File: src/sv/button_debounce_long_press_unit_assert.svh
// Assertion macros used by the debounce unit's top-level RTL file.
`ifndef BUTTON_DEBOUNCE_LONG_PRESS_UNIT_ASSERT_SVH
`define BUTTON_DEBOUNCE_LONG_PRESS_UNIT_ASSERT_SVH

// Same-cycle implication, disabled while reset is asserted.
`define BDLP_ASSERT_NOW(lbl, ck, rstn, ante, cons) \
	lbl: assert property (@(posedge ck) disable iff (!rstn) (ante) |-> (cons)) \
		else $error("bdlp assertion failed");

// Next-cycle implication, disabled while reset is asserted.
`define BDLP_ASSERT_NEXT(lbl, ck, rstn, ante, cons) \
	lbl: assert property (@(posedge ck) disable iff (!rstn) (ante) |=> (cons)) \
		else $error("bdlp assertion failed");

`endif

File: src/sv/bdlp_pkg.sv
// Package: sizes, register map, payload, config and status types, wrap-around timing helper.
package bdlp_pkg;

	localparam int NUM_BUTTONS = 4;
	localparam int TIME_BITS   = 32;

	localparam int NUM_REGS = 5;
	localparam int ADDR_W   = $clog2(NUM_REGS * 4);
	localparam int DATA_W   = 32;
	localparam int IDX_W    = ADDR_W - 2;

	localparam logic [IDX_W-1:0] REG_ENABLE_MASK   = IDX_W'(0);
	localparam logic [IDX_W-1:0] REG_ACTIVE_LOW    = IDX_W'(1);
	localparam logic [IDX_W-1:0] REG_DEBOUNCE_MS   = IDX_W'(2);
	localparam logic [IDX_W-1:0] REG_LONG_PRESS_MS = IDX_W'(3);
	localparam logic [IDX_W-1:0] REG_COMBO_HOLD_MS = IDX_W'(4);

	localparam logic [9:0]  DEBOUNCE_RST   = 10'd30;
	localparam logic [15:0] LONG_PRESS_RST = 16'd2000;
	localparam logic [15:0] COMBO_HOLD_RST = 16'd5000;

	typedef logic [TIME_BITS-1:0] time_t;

	typedef struct packed {
		logic [NUM_BUTTONS-1:0] raw_levels;
		time_t                  time_ms;
	} poll_t;

	typedef struct packed {
		logic [NUM_BUTTONS-1:0] short_press_mask;
		logic [NUM_BUTTONS-1:0] long_press_mask;
		logic                   reset_request;
		logic [NUM_BUTTONS-1:0] pressed_mask;
	} result_t;

	typedef struct packed {
		logic [NUM_BUTTONS-1:0] enable_mask;
		logic                   active_low;
		logic [9:0]             debounce_ms;
		logic [15:0]            long_press_ms;
		logic [15:0]            combo_hold_ms;
	} cfg_t;

	typedef struct packed {
		logic stable;
		logic short_ev;
		logic long_ev;
	} lane_stat_t;

	function automatic time_t elapsed(input time_t tnow, input time_t then);
		return tnow - then;
	endfunction

endpackage

File: src/sv/button_debounce_long_press_unit.sv
// Top level: button debouncer with short, long press and two-button reset combo.
// Each poll beat (raw pin levels plus a millisecond timestamp) yields exactly one
// result beat. A poll is taken every clock cycle while the result register is free
// or being drained, and its result is registered in the output register on
// acceptance. Four button lanes update their state in the cycle of acceptance; the
// throughput of one poll per cycle rests on that state update being computed
// combinationally (a 32-bit wrap-around subtract and compare against the debounce
// and long-press times in each lane, then the combo compare in the merge stage).
// Configuration is written through the APB port, one register per word address,
// by the user only while no poll is in flight; the block does not enforce this.
module button_debounce_long_press_unit (
	input  logic                        clk,
	input  logic                        arst_n,
	input  logic                        req_valid,
	output logic                        req_ready,
	input  bdlp_pkg::poll_t             req_data,
	output logic                        rsp_valid,
	input  logic                        rsp_ready,
	output bdlp_pkg::result_t           rsp_data,
	input  logic                        psel,
	input  logic                        penable,
	input  logic                        pwrite,
	input  logic [bdlp_pkg::ADDR_W-1:0] paddr,
	input  logic [bdlp_pkg::DATA_W-1:0] pwdata,
	output logic [bdlp_pkg::DATA_W-1:0] prdata,
	output logic                        pready
);
	import bdlp_pkg::*;

	`include "button_debounce_long_press_unit_assert.svh"

	cfg_t       cfg;
	lane_stat_t stat [NUM_BUTTONS];
	logic [1:0] force_long;
	result_t    res;
	result_t    rsp_data_q;
	logic       rsp_valid_q;
	logic       accept;
	logic [NUM_BUTTONS-1:0] down;
	logic [NUM_BUTTONS-1:0] short_held, long_free;
	logic       combo_req;

	assign req_ready = !rsp_valid_q || rsp_ready;
	assign accept    = req_valid && req_ready;
	assign down      = cfg.active_low ? ~req_data.raw_levels : req_data.raw_levels;

	bdlp_regs u_regs (
		.clk     (clk),
		.arst_n  (arst_n),
		.psel    (psel),
		.penable (penable),
		.pwrite  (pwrite),
		.paddr   (paddr),
		.pwdata  (pwdata),
		.prdata  (prdata),
		.pready  (pready),
		.cfg     (cfg)
	);

	for (genvar k = 0; k < NUM_BUTTONS; k++) begin : g_lane
		logic frc;
		if (k < 2) begin : g_combo
			assign frc = force_long[k];
		end else begin : g_plain
			assign frc = 1'b0;
		end
		bdlp_lane u_lane (
			.clk        (clk),
			.arst_n     (arst_n),
			.upd        (accept),
			.en         (cfg.enable_mask[k]),
			.down       (down[k]),
			.tnow       (req_data.time_ms),
			.cfg        (cfg),
			.force_long (frc),
			.stat       (stat[k])
		);
	end

	bdlp_merge u_merge (
		.clk        (clk),
		.arst_n     (arst_n),
		.upd        (accept),
		.tnow       (req_data.time_ms),
		.cfg        (cfg),
		.stat       (stat),
		.force_long (force_long),
		.res        (res)
	);

	always_ff @(posedge clk or negedge arst_n) begin
		if (!arst_n) begin
			rsp_valid_q <= 1'b0;
		end else if (accept) begin
			rsp_valid_q <= 1'b1;
		end else if (rsp_ready) begin
			rsp_valid_q <= 1'b0;
		end
	end

	// payload register: load on every accepted poll
	always_ff @(posedge clk) begin
		if (accept) begin
			rsp_data_q <= res;
		end
	end

	assign rsp_valid = rsp_valid_q;
	assign rsp_data  = rsp_data_q;

	assign short_held = rsp_data_q.short_press_mask & rsp_data_q.pressed_mask;
	assign long_free  = rsp_data_q.long_press_mask & ~rsp_data_q.pressed_mask;
	assign combo_req  = rsp_valid_q && rsp_data_q.reset_request;

	`BDLP_ASSERT_NOW(a_ready_when_empty, clk, arst_n, !rsp_valid_q, req_ready)
	`BDLP_ASSERT_NEXT(a_accept_loads, clk, arst_n, accept, rsp_valid_q)
	`BDLP_ASSERT_NOW(a_short_released, clk, arst_n, rsp_valid_q, short_held == '0)
	`BDLP_ASSERT_NOW(a_long_held, clk, arst_n, rsp_valid_q, long_free == '0)
	`BDLP_ASSERT_NOW(a_combo_held, clk, arst_n, combo_req, rsp_data_q.pressed_mask[1:0] == 2'b11)

endmodule

File: src/sv/bdlp_regs.sv
// APB configuration registers of the debounce unit.
module bdlp_regs (
	input  logic                      clk,
	input  logic                      arst_n,
	input  logic                      psel,
	input  logic                      penable,
	input  logic                      pwrite,
	input  logic [bdlp_pkg::ADDR_W-1:0] paddr,
	input  logic [bdlp_pkg::DATA_W-1:0] pwdata,
	output logic [bdlp_pkg::DATA_W-1:0] prdata,
	output logic                      pready,
	output bdlp_pkg::cfg_t            cfg
);
	import bdlp_pkg::*;

	cfg_t             cfg_q;
	logic [IDX_W-1:0] idx;
	logic             wr_en;

	assign idx    = paddr[ADDR_W-1:2];
	assign wr_en  = psel && penable && pwrite;
	assign pready = 1'b1;
	assign cfg    = cfg_q;

	always_ff @(posedge clk or negedge arst_n) begin
		if (!arst_n) begin
			cfg_q.enable_mask   <= '1;
			cfg_q.active_low    <= 1'b1;
			cfg_q.debounce_ms   <= DEBOUNCE_RST;
			cfg_q.long_press_ms <= LONG_PRESS_RST;
			cfg_q.combo_hold_ms <= COMBO_HOLD_RST;
		end else if (wr_en) begin
			unique case (idx)
				REG_ENABLE_MASK:   cfg_q.enable_mask   <= pwdata[NUM_BUTTONS-1:0];
				REG_ACTIVE_LOW:    cfg_q.active_low    <= pwdata[0];
				REG_DEBOUNCE_MS:   cfg_q.debounce_ms   <= pwdata[9:0];
				REG_LONG_PRESS_MS: cfg_q.long_press_ms <= pwdata[15:0];
				REG_COMBO_HOLD_MS: cfg_q.combo_hold_ms <= pwdata[15:0];
				default: ;
			endcase
		end
	end

	always_comb begin
		unique case (idx)
			REG_ENABLE_MASK:   prdata = DATA_W'(cfg_q.enable_mask);
			REG_ACTIVE_LOW:    prdata = DATA_W'(cfg_q.active_low);
			REG_DEBOUNCE_MS:   prdata = DATA_W'(cfg_q.debounce_ms);
			REG_LONG_PRESS_MS: prdata = DATA_W'(cfg_q.long_press_ms);
			REG_COMBO_HOLD_MS: prdata = DATA_W'(cfg_q.combo_hold_ms);
			default:           prdata = '0;
		endcase
	end

endmodule

File: src/sv/bdlp_lane.sv
// One button lane: release qualification, debounce, short and long press detection.
module bdlp_lane (
	input  logic                 clk,
	input  logic                 arst_n,
	input  logic                 upd,
	input  logic                 en,
	input  logic                 down,
	input  bdlp_pkg::time_t      tnow,
	input  bdlp_pkg::cfg_t       cfg,
	input  logic                 force_long,
	output bdlp_pkg::lane_stat_t stat
);
	import bdlp_pkg::*;

	logic  ignore_q, raw_last_q, stable_q, long_done_q, timing_q;
	time_t chg_time_q, start_time_q;

	logic  ignore_n, raw_last_n, stable_n, long_done_n, timing_n;
	time_t chg_time_n, start_time_n;
	logic  short_ev, long_ev;

	always_comb begin
		ignore_n     = ignore_q;
		raw_last_n   = raw_last_q;
		stable_n     = stable_q;
		long_done_n  = long_done_q;
		timing_n     = timing_q;
		chg_time_n   = chg_time_q;
		start_time_n = start_time_q;
		short_ev     = 1'b0;
		long_ev      = 1'b0;
		if (en) begin
			if (ignore_q) begin
				// wait for the first release after reset
				if (!down) begin
					ignore_n   = 1'b0;
					raw_last_n = 1'b0;
					stable_n   = 1'b0;
					chg_time_n = tnow;
				end
			end else begin
				if (down != raw_last_q) begin
					raw_last_n = down;
					chg_time_n = tnow;
				end
				if (elapsed(tnow, chg_time_n) >= TIME_BITS'(cfg.debounce_ms)) begin
					if (down != stable_q) begin
						stable_n    = down;
						long_done_n = 1'b0;
						if (down) begin
							start_time_n = tnow;
							timing_n     = 1'b1;
						end else begin
							short_ev     = !long_done_q;
							timing_n     = 1'b0;
							start_time_n = '0;
						end
					end
					if (stable_n && !long_done_n && timing_n &&
					    elapsed(tnow, start_time_n) >= TIME_BITS'(cfg.long_press_ms)) begin
						long_done_n = 1'b1;
						long_ev     = 1'b1;
					end
				end
			end
		end
	end

	always_ff @(posedge clk or negedge arst_n) begin
		if (!arst_n) begin
			ignore_q     <= 1'b1;
			raw_last_q   <= 1'b0;
			stable_q     <= 1'b0;
			long_done_q  <= 1'b0;
			timing_q     <= 1'b0;
			chg_time_q   <= '0;
			start_time_q <= '0;
		end else if (upd) begin
			ignore_q     <= ignore_n;
			raw_last_q   <= raw_last_n;
			stable_q     <= stable_n;
			long_done_q  <= long_done_n | force_long;
			timing_q     <= timing_n;
			chg_time_q   <= chg_time_n;
			start_time_q <= start_time_n;
		end
	end

	assign stat.stable   = stable_n;
	assign stat.short_ev = short_ev;
	assign stat.long_ev  = long_ev;

endmodule

File: src/sv/bdlp_merge.sv
// Merge stage: gathers lane events, tracks the buttons 0+1 combo, builds the result.
module bdlp_merge (
	input  logic                 clk,
	input  logic                 arst_n,
	input  logic                 upd,
	input  bdlp_pkg::time_t      tnow,
	input  bdlp_pkg::cfg_t       cfg,
	input  bdlp_pkg::lane_stat_t stat [bdlp_pkg::NUM_BUTTONS],
	output logic [1:0]           force_long,
	output bdlp_pkg::result_t    res
);
	import bdlp_pkg::*;

	logic  active_q, fired_q;
	time_t start_q;

	logic  active_n, fired_n;
	time_t start_n;
	logic  both, req;
	logic [NUM_BUTTONS-1:0] stable_v, short_v, long_v;

	always_comb begin
		for (int k = 0; k < NUM_BUTTONS; k++) begin
			stable_v[k] = stat[k].stable;
			short_v[k]  = stat[k].short_ev;
			long_v[k]   = stat[k].long_ev;
		end
	end

	always_comb begin
		both     = (cfg.enable_mask[1:0] == 2'b11) && stable_v[0] && stable_v[1];
		active_n = active_q;
		fired_n  = fired_q;
		start_n  = start_q;
		req      = 1'b0;
		if (both && !active_q) begin
			active_n = 1'b1;
			fired_n  = 1'b0;
			start_n  = tnow;
		end else if (!both) begin
			active_n = 1'b0;
			fired_n  = 1'b0;
			start_n  = '0;
		end
		if (active_n && !fired_n &&
		    elapsed(tnow, start_n) >= TIME_BITS'(cfg.combo_hold_ms)) begin
			fired_n = 1'b1;
			req     = 1'b1;
		end
	end

	// mute further events of buttons 0 and 1 once the combo forms
	assign force_long = {2{both && !active_q}};

	always_ff @(posedge clk or negedge arst_n) begin
		if (!arst_n) begin
			active_q <= 1'b0;
			fired_q  <= 1'b0;
			start_q  <= '0;
		end else if (upd) begin
			active_q <= active_n;
			fired_q  <= fired_n;
			start_q  <= start_n;
		end
	end

	assign res.short_press_mask = short_v;
	assign res.long_press_mask  = long_v;
	assign res.reset_request    = req;
	assign res.pressed_mask     = stable_v & cfg.enable_mask;

endmodule
File: config.mk
export PLATFORM = sky130hd
export DESIGN_NAME = button_debounce_long_press_unit
export DESIGN_NICKNAME = d
export VERILOG_FILES = /design/src/sv/bdlp_pkg.sv /design/src/sv/button_debounce_long_press_unit.sv /design/src/sv/bdlp_regs.sv /design/src/sv/bdlp_lane.sv /design/src/sv/bdlp_merge.sv
export VERILOG_INCLUDE_DIRS = /design/src /design/src/sv
export SDC_FILE = /design/constraint.sdc
export NUM_CORES = 2
export LEC_CHECK = 0
export BUFFER_PORTS_ARGS = -buffer_cell sky130_fd_sc_hd__buf_2
export CORE_MARGIN = 1
export CORE_UTILIZATION = 25
export CTS_BUF_LIST = sky130_fd_sc_hd__clkbuf_4
export DETAILED_ROUTE_END_ITERATION = 10
export PLACE_DENSITY_LB_ADDON = 0.15
export SLEW_MARGIN = 10
export SYNTH_ARGS = -nofsm -noshare
export SYNTH_HDL_FRONTEND = slang
export SYNTH_SLANG_ARGS = --single-unit
File: constraint.sdc
create_clock -name clk -period 15.9 [get_ports clk]
set_input_delay 1.59 -clock clk [delete_from_list [all_inputs] [get_ports clk]]
set_output_delay 1.59 -clock clk [all_outputs]
set_load 0.01 [all_outputs]
==> summary.txt <==
Floorplanning
  – Die Area: 147,100 um2
  – Top-Level Pins: 128
  – Count of standard-cell rows: approximately 140
  – Standard cell core area: 144,000 um2
  – Vert. Die Dim: 383.6 um
  – Floorplan die width: 383.6 um
  – Initial core utilization: 25.28%

Placement
  – Count of buffers inserted at the top-level ports: between 90 and 100
  – Post-detail-place hpwl: 97.57 mm
  – Instance area after placement: approximately 39,000 um2
  – Global placement routability congestion: 0.8981

Finish
  – Top library cells by usage in the layout, fill and taps aside: sky130_fd_sc_hd__nand2_1, sky130_fd_sc_hd__ha_1, sky130_fd_sc_hd__o21ai_0
  – Area growth from synthesis to layout: 11.94%
  – Share of post-route cells with drive strength above 1: 13.68%
  – Final standard cell area without fillers: 40,750 um2
  – Fill cells: 15,660
  – Final layout net count: between 4,000 and 5,000
  – Most common cell after layout, fill and taps aside: sky130_fd_sc_hd__nand2_1

Clocking
  – Total of hold buffers inserted after clock tree synthesis: 0
  – Total number of clock tree sinks: 371
  – Number of H-tree branching levels: 4
  – Total clock buffers created by CTS: 130
  – Cts repair resizes: 0
  – Latest clock arrival within the worst-skew pair: between 1 and 1.5 ns
  – Clock slew at reported path FFs: about 0.070 ns
  – TritonCTS clock tree: done
  – Number of setup buffers added after CTS: 0
  – Largest buffer count on any clock path: 3
  – Library cell used as clock root buffer: sky130_fd_sc_hd__clkbuf_4

Power
  – Switching power of the nets: 4214 uW
  – Leakage power total: around 0.018 uW
  – Power share of the combinational group: 68.9%
  – Switching Share: between 40 and 50%
  – Maximum resistive drop on vdd: 0.08457 mV
  – Portion of total power attributed to the clock network: 13.4%
  – Part of the total power dissipated in sequential elements: 17.6%
  – Pint: 4316 uW
  – Power per standard cell area: 209.3 nW/um2

Route
  – Residual DRC count: 26
  – Antenna Violating Nets Remaining: 0
  – First-pass detailed-route iteration total: 8
  – Iteration-0 DRC count of the detailed router: slightly above 2,000
  – Routed length per instance: approximately 21 um
  – Drt via density: 5.129
  – DRT Wirelength: 134.7 mm
  – Via count: 33,387

STA
  – Transition time at the pin with the least slew margin: approximately 1.1 ns
  – Worst setup skew after layout: roughly 0.10 ns
  – Hold slack: 0.4702 ns
  – Relative slew margins: 26.14%
  – Slew Viols, Final: 0
  – Setup repair after global routing missed its margin: no
  – Fmax achieved: approximately 73 MHz
  – Final critical-path share of the clock period: 86.52%
  – Fin Setup TNS: 0 ns
  – Final critical path time including I/O delays and setup: 13.76 ns
  – Final hold violations: 0
  – Setup-violating endpoint count in the final report: 0

Logic synthesis
  – Syn Std Cell Area: roughly 36,000 um2
  – Share of the yosys chip area belonging to registers: 25.76%
  – Total number of yosys warnings: 0
  – Number of synthesized register bits: 371
  – Synthesized area divided by synthesized cell count: 8.233 um2
  – Synthesized instance count: roughly 4,400
  – Primary FF master, synth: sky130_fd_sc_hd__dfrtp_1
  – Distinct cells, synth: 110
  – Proportion of synthesized flip-flops having asynchronous set or reset: between 90% and 100%
  – Post-synth EDFFs: 13

Global route
  – Via count of the first global-routing pass: 32,362
  – Largest net degree at the start of global routing: approximately 120
  – Overall global routing resource usage: 18.10%
  – Initial antenna violation count: 9
  – Global-route wire length before repair: 202.9 mm
  – Total overflow reported by the global router: 0

Setup path
  – Startpoint Class: register
  – Classification of the worst setup path: register to register
  – FF-to-FF setup slack: approximately 2.1 ns
  – Delay of the slowest critical-path stage: 0.93 ns
  – Data arrival time of the critical path: 14.60 ns
  – Crit end category: register
  – Required arrival time at the worst endpoint: 16.74 ns
  – Worst-path maximum fanout: 45
  – Slowest-stage cell, CP: sky130_fd_sc_hd__dfstp_2

Min path
  – Type of the tightest min-delay check: register to register

Run status
  – Run status: finished with violations
  – Failing checks: DRC

Job
  – Max-capacitance violation count: 0
-- path summary, 6_finish.rpt --
check | from | end | cells past startpoint
worst max-delay path | u_regs.cfg[42]$_DFFE_PN1P_ | rsp_data[4]$_DFFE_PP_ | 45
worst min-delay path | g_lane[0].u_lane.start_time_q[8]$_DFFE_PN0P_ | g_lane[0].u_lane.start_time_q[8]$_DFFE_PN0P_ | 2
worst max register to register | u_regs.cfg[42]$_DFFE_PN1P_ | rsp_data[4]$_DFFE_PP_ | 45
worst min register to register | g_lane[0].u_lane.start_time_q[8]$_DFFE_PN0P_ | g_lane[0].u_lane.start_time_q[8]$_DFFE_PN0P_ | 2
max in group asynchronous | arst_n | g_lane[1].u_lane.chg_time_q[27]$_DFFE_PN0P_ | 3
min in group asynchronous | arst_n | g_lane[1].u_lane.start_time_q[0]$_DFFE_PN0P_ | 1
-- Yosys cell counts, types with 104 or more instances --
cell type	n	area (um2)
sky130_fd_sc_hd__mux2_2	160	1802
sky130_fd_sc_hd__mux2i_1	118	1181
sky130_fd_sc_hd__nor2_1	300	1126
sky130_fd_sc_hd__a21o_1	104	780.8
sky130_fd_sc_hd__inv_1	209	784.5
sky130_fd_sc_hd__o21ai_0	357	1787
sky130_fd_sc_hd__a31oi_1	126	788.3
sky130_fd_sc_hd__clkbuf_1	202	758.2
sky130_fd_sc_hd__nand2_1	404	1516
sky130_fd_sc_hd__a21oi_1	313	1567
sky130_fd_sc_hd__nor2b_1	157	982.2
sky130_fd_sc_hd__ha_1	388	4855
sky130_fd_sc_hd__dfrtp_1	334	8358
-- kinds of logic (layout without fill, tap and decap cells) --
kind of cell | Yosys count | in the layout | synth area share [%]
other | 2 | 26 | 0.02063
buffers and inverters | 450 | 610 | 4.932
AOI/OAI and AO/OA | 1374 | 1374 | 24.34
and+or+nand+nor | 1391 | 1391 | 18.89
adders and majority gates | 409 | 409 | 14.13
DFF | 371 | 371 | 25.76
xor gates and xnor gates | 146 | 146 | 3.674
muxes | 279 | 279 | 8.255
-- state kept, by name, indices dropped and copies added (netlist names) --
register	flops
u_merge.active_q	1
rsp_data	13
g_lane.u_lane.stable_q	4
g_lane.u_lane.timing_q	4
g_lane.u_lane.start_time_q	128
g_lane.u_lane.ignore_q	4
rsp_valid	1
u_regs.cfg	47
u_merge.start_q	32
u_merge.fired_q	1
g_lane.u_lane.long_done_q	4
g_lane.u_lane.chg_time_q	128
g_lane.u_lane.raw_last_q	4
-- layout make-up --
class | instances | area (um2) | area share [%]
diodes | 9 | 22.52 | 0.05527
multi-input cells | 3616 | 25400 | 62.34
well taps | 1903 | 2381 | 5.843
flip-flops and latches | 371 | 9380 | 23.02
inverters | 210 | 788.3 | 1.934
repair buffers | 166 | 1039 | 2.548
clock buffers | 193 | 1449 | 3.556
clock inverters | 41 | 287.8 | 0.7062
-- per-stage QoR --
stage	util [%]	power (uW)	worst slack [ns]	std cells
2_1_floorplan	-	5887	2.888	4437
3_5_place_dp	27.08	7385	1.446	6266
3_3_place_gp	27.08	7365	1.559	6266
5_1_grt	28.29	9431	1.150	6507
4_1_cts	28.28	8613	2.122	6500
6_report	28.30	8530	2.144	6509
-- layer usage --
| metal | wire length [um] | track usage [%] | part of all wire (%) |
|---|---|---|---|
| met5 | 13 | 0 | 0.0097 |
| met4 | 2930 | 5.327 | 2.2 |
| met3 | 5135 | 2.393 | 3.8 |
| met2 | 61170 | 29.31 | 45 |
| met1 | 65470 | 24.89 | 49 |
-- critical path: cells and delay by family (launching register included) --
| family | cells | cell delay [ns] |
|---|---|---|
| xor+xnor | 3 | 1.06 |
| fa+ha+maj | 5 | 1.51 |
| flops | 1 | 0.93 |
| compound gates | 25 | 6.56 |
| simple gates | 10 | 2.94 |
| buf+inv | 2 | 0.53 |
-- power groups by stage --
stage / sequential [uW] / clock, uW / combinational [uW]
3_5_place_dp: 1520 / 0 / 5860
2_1_floorplan: 1460 / 0 / 4430
3_3_place_gp: 1510 / 0 / 5850
4_1_cts: 1510 / 1210 / 5900
6_report: 1500 / 1150 / 5880
5_1_grt: 1560 / 1260 / 6620
No activity file was read; power rests on OpenSTA's default activity.
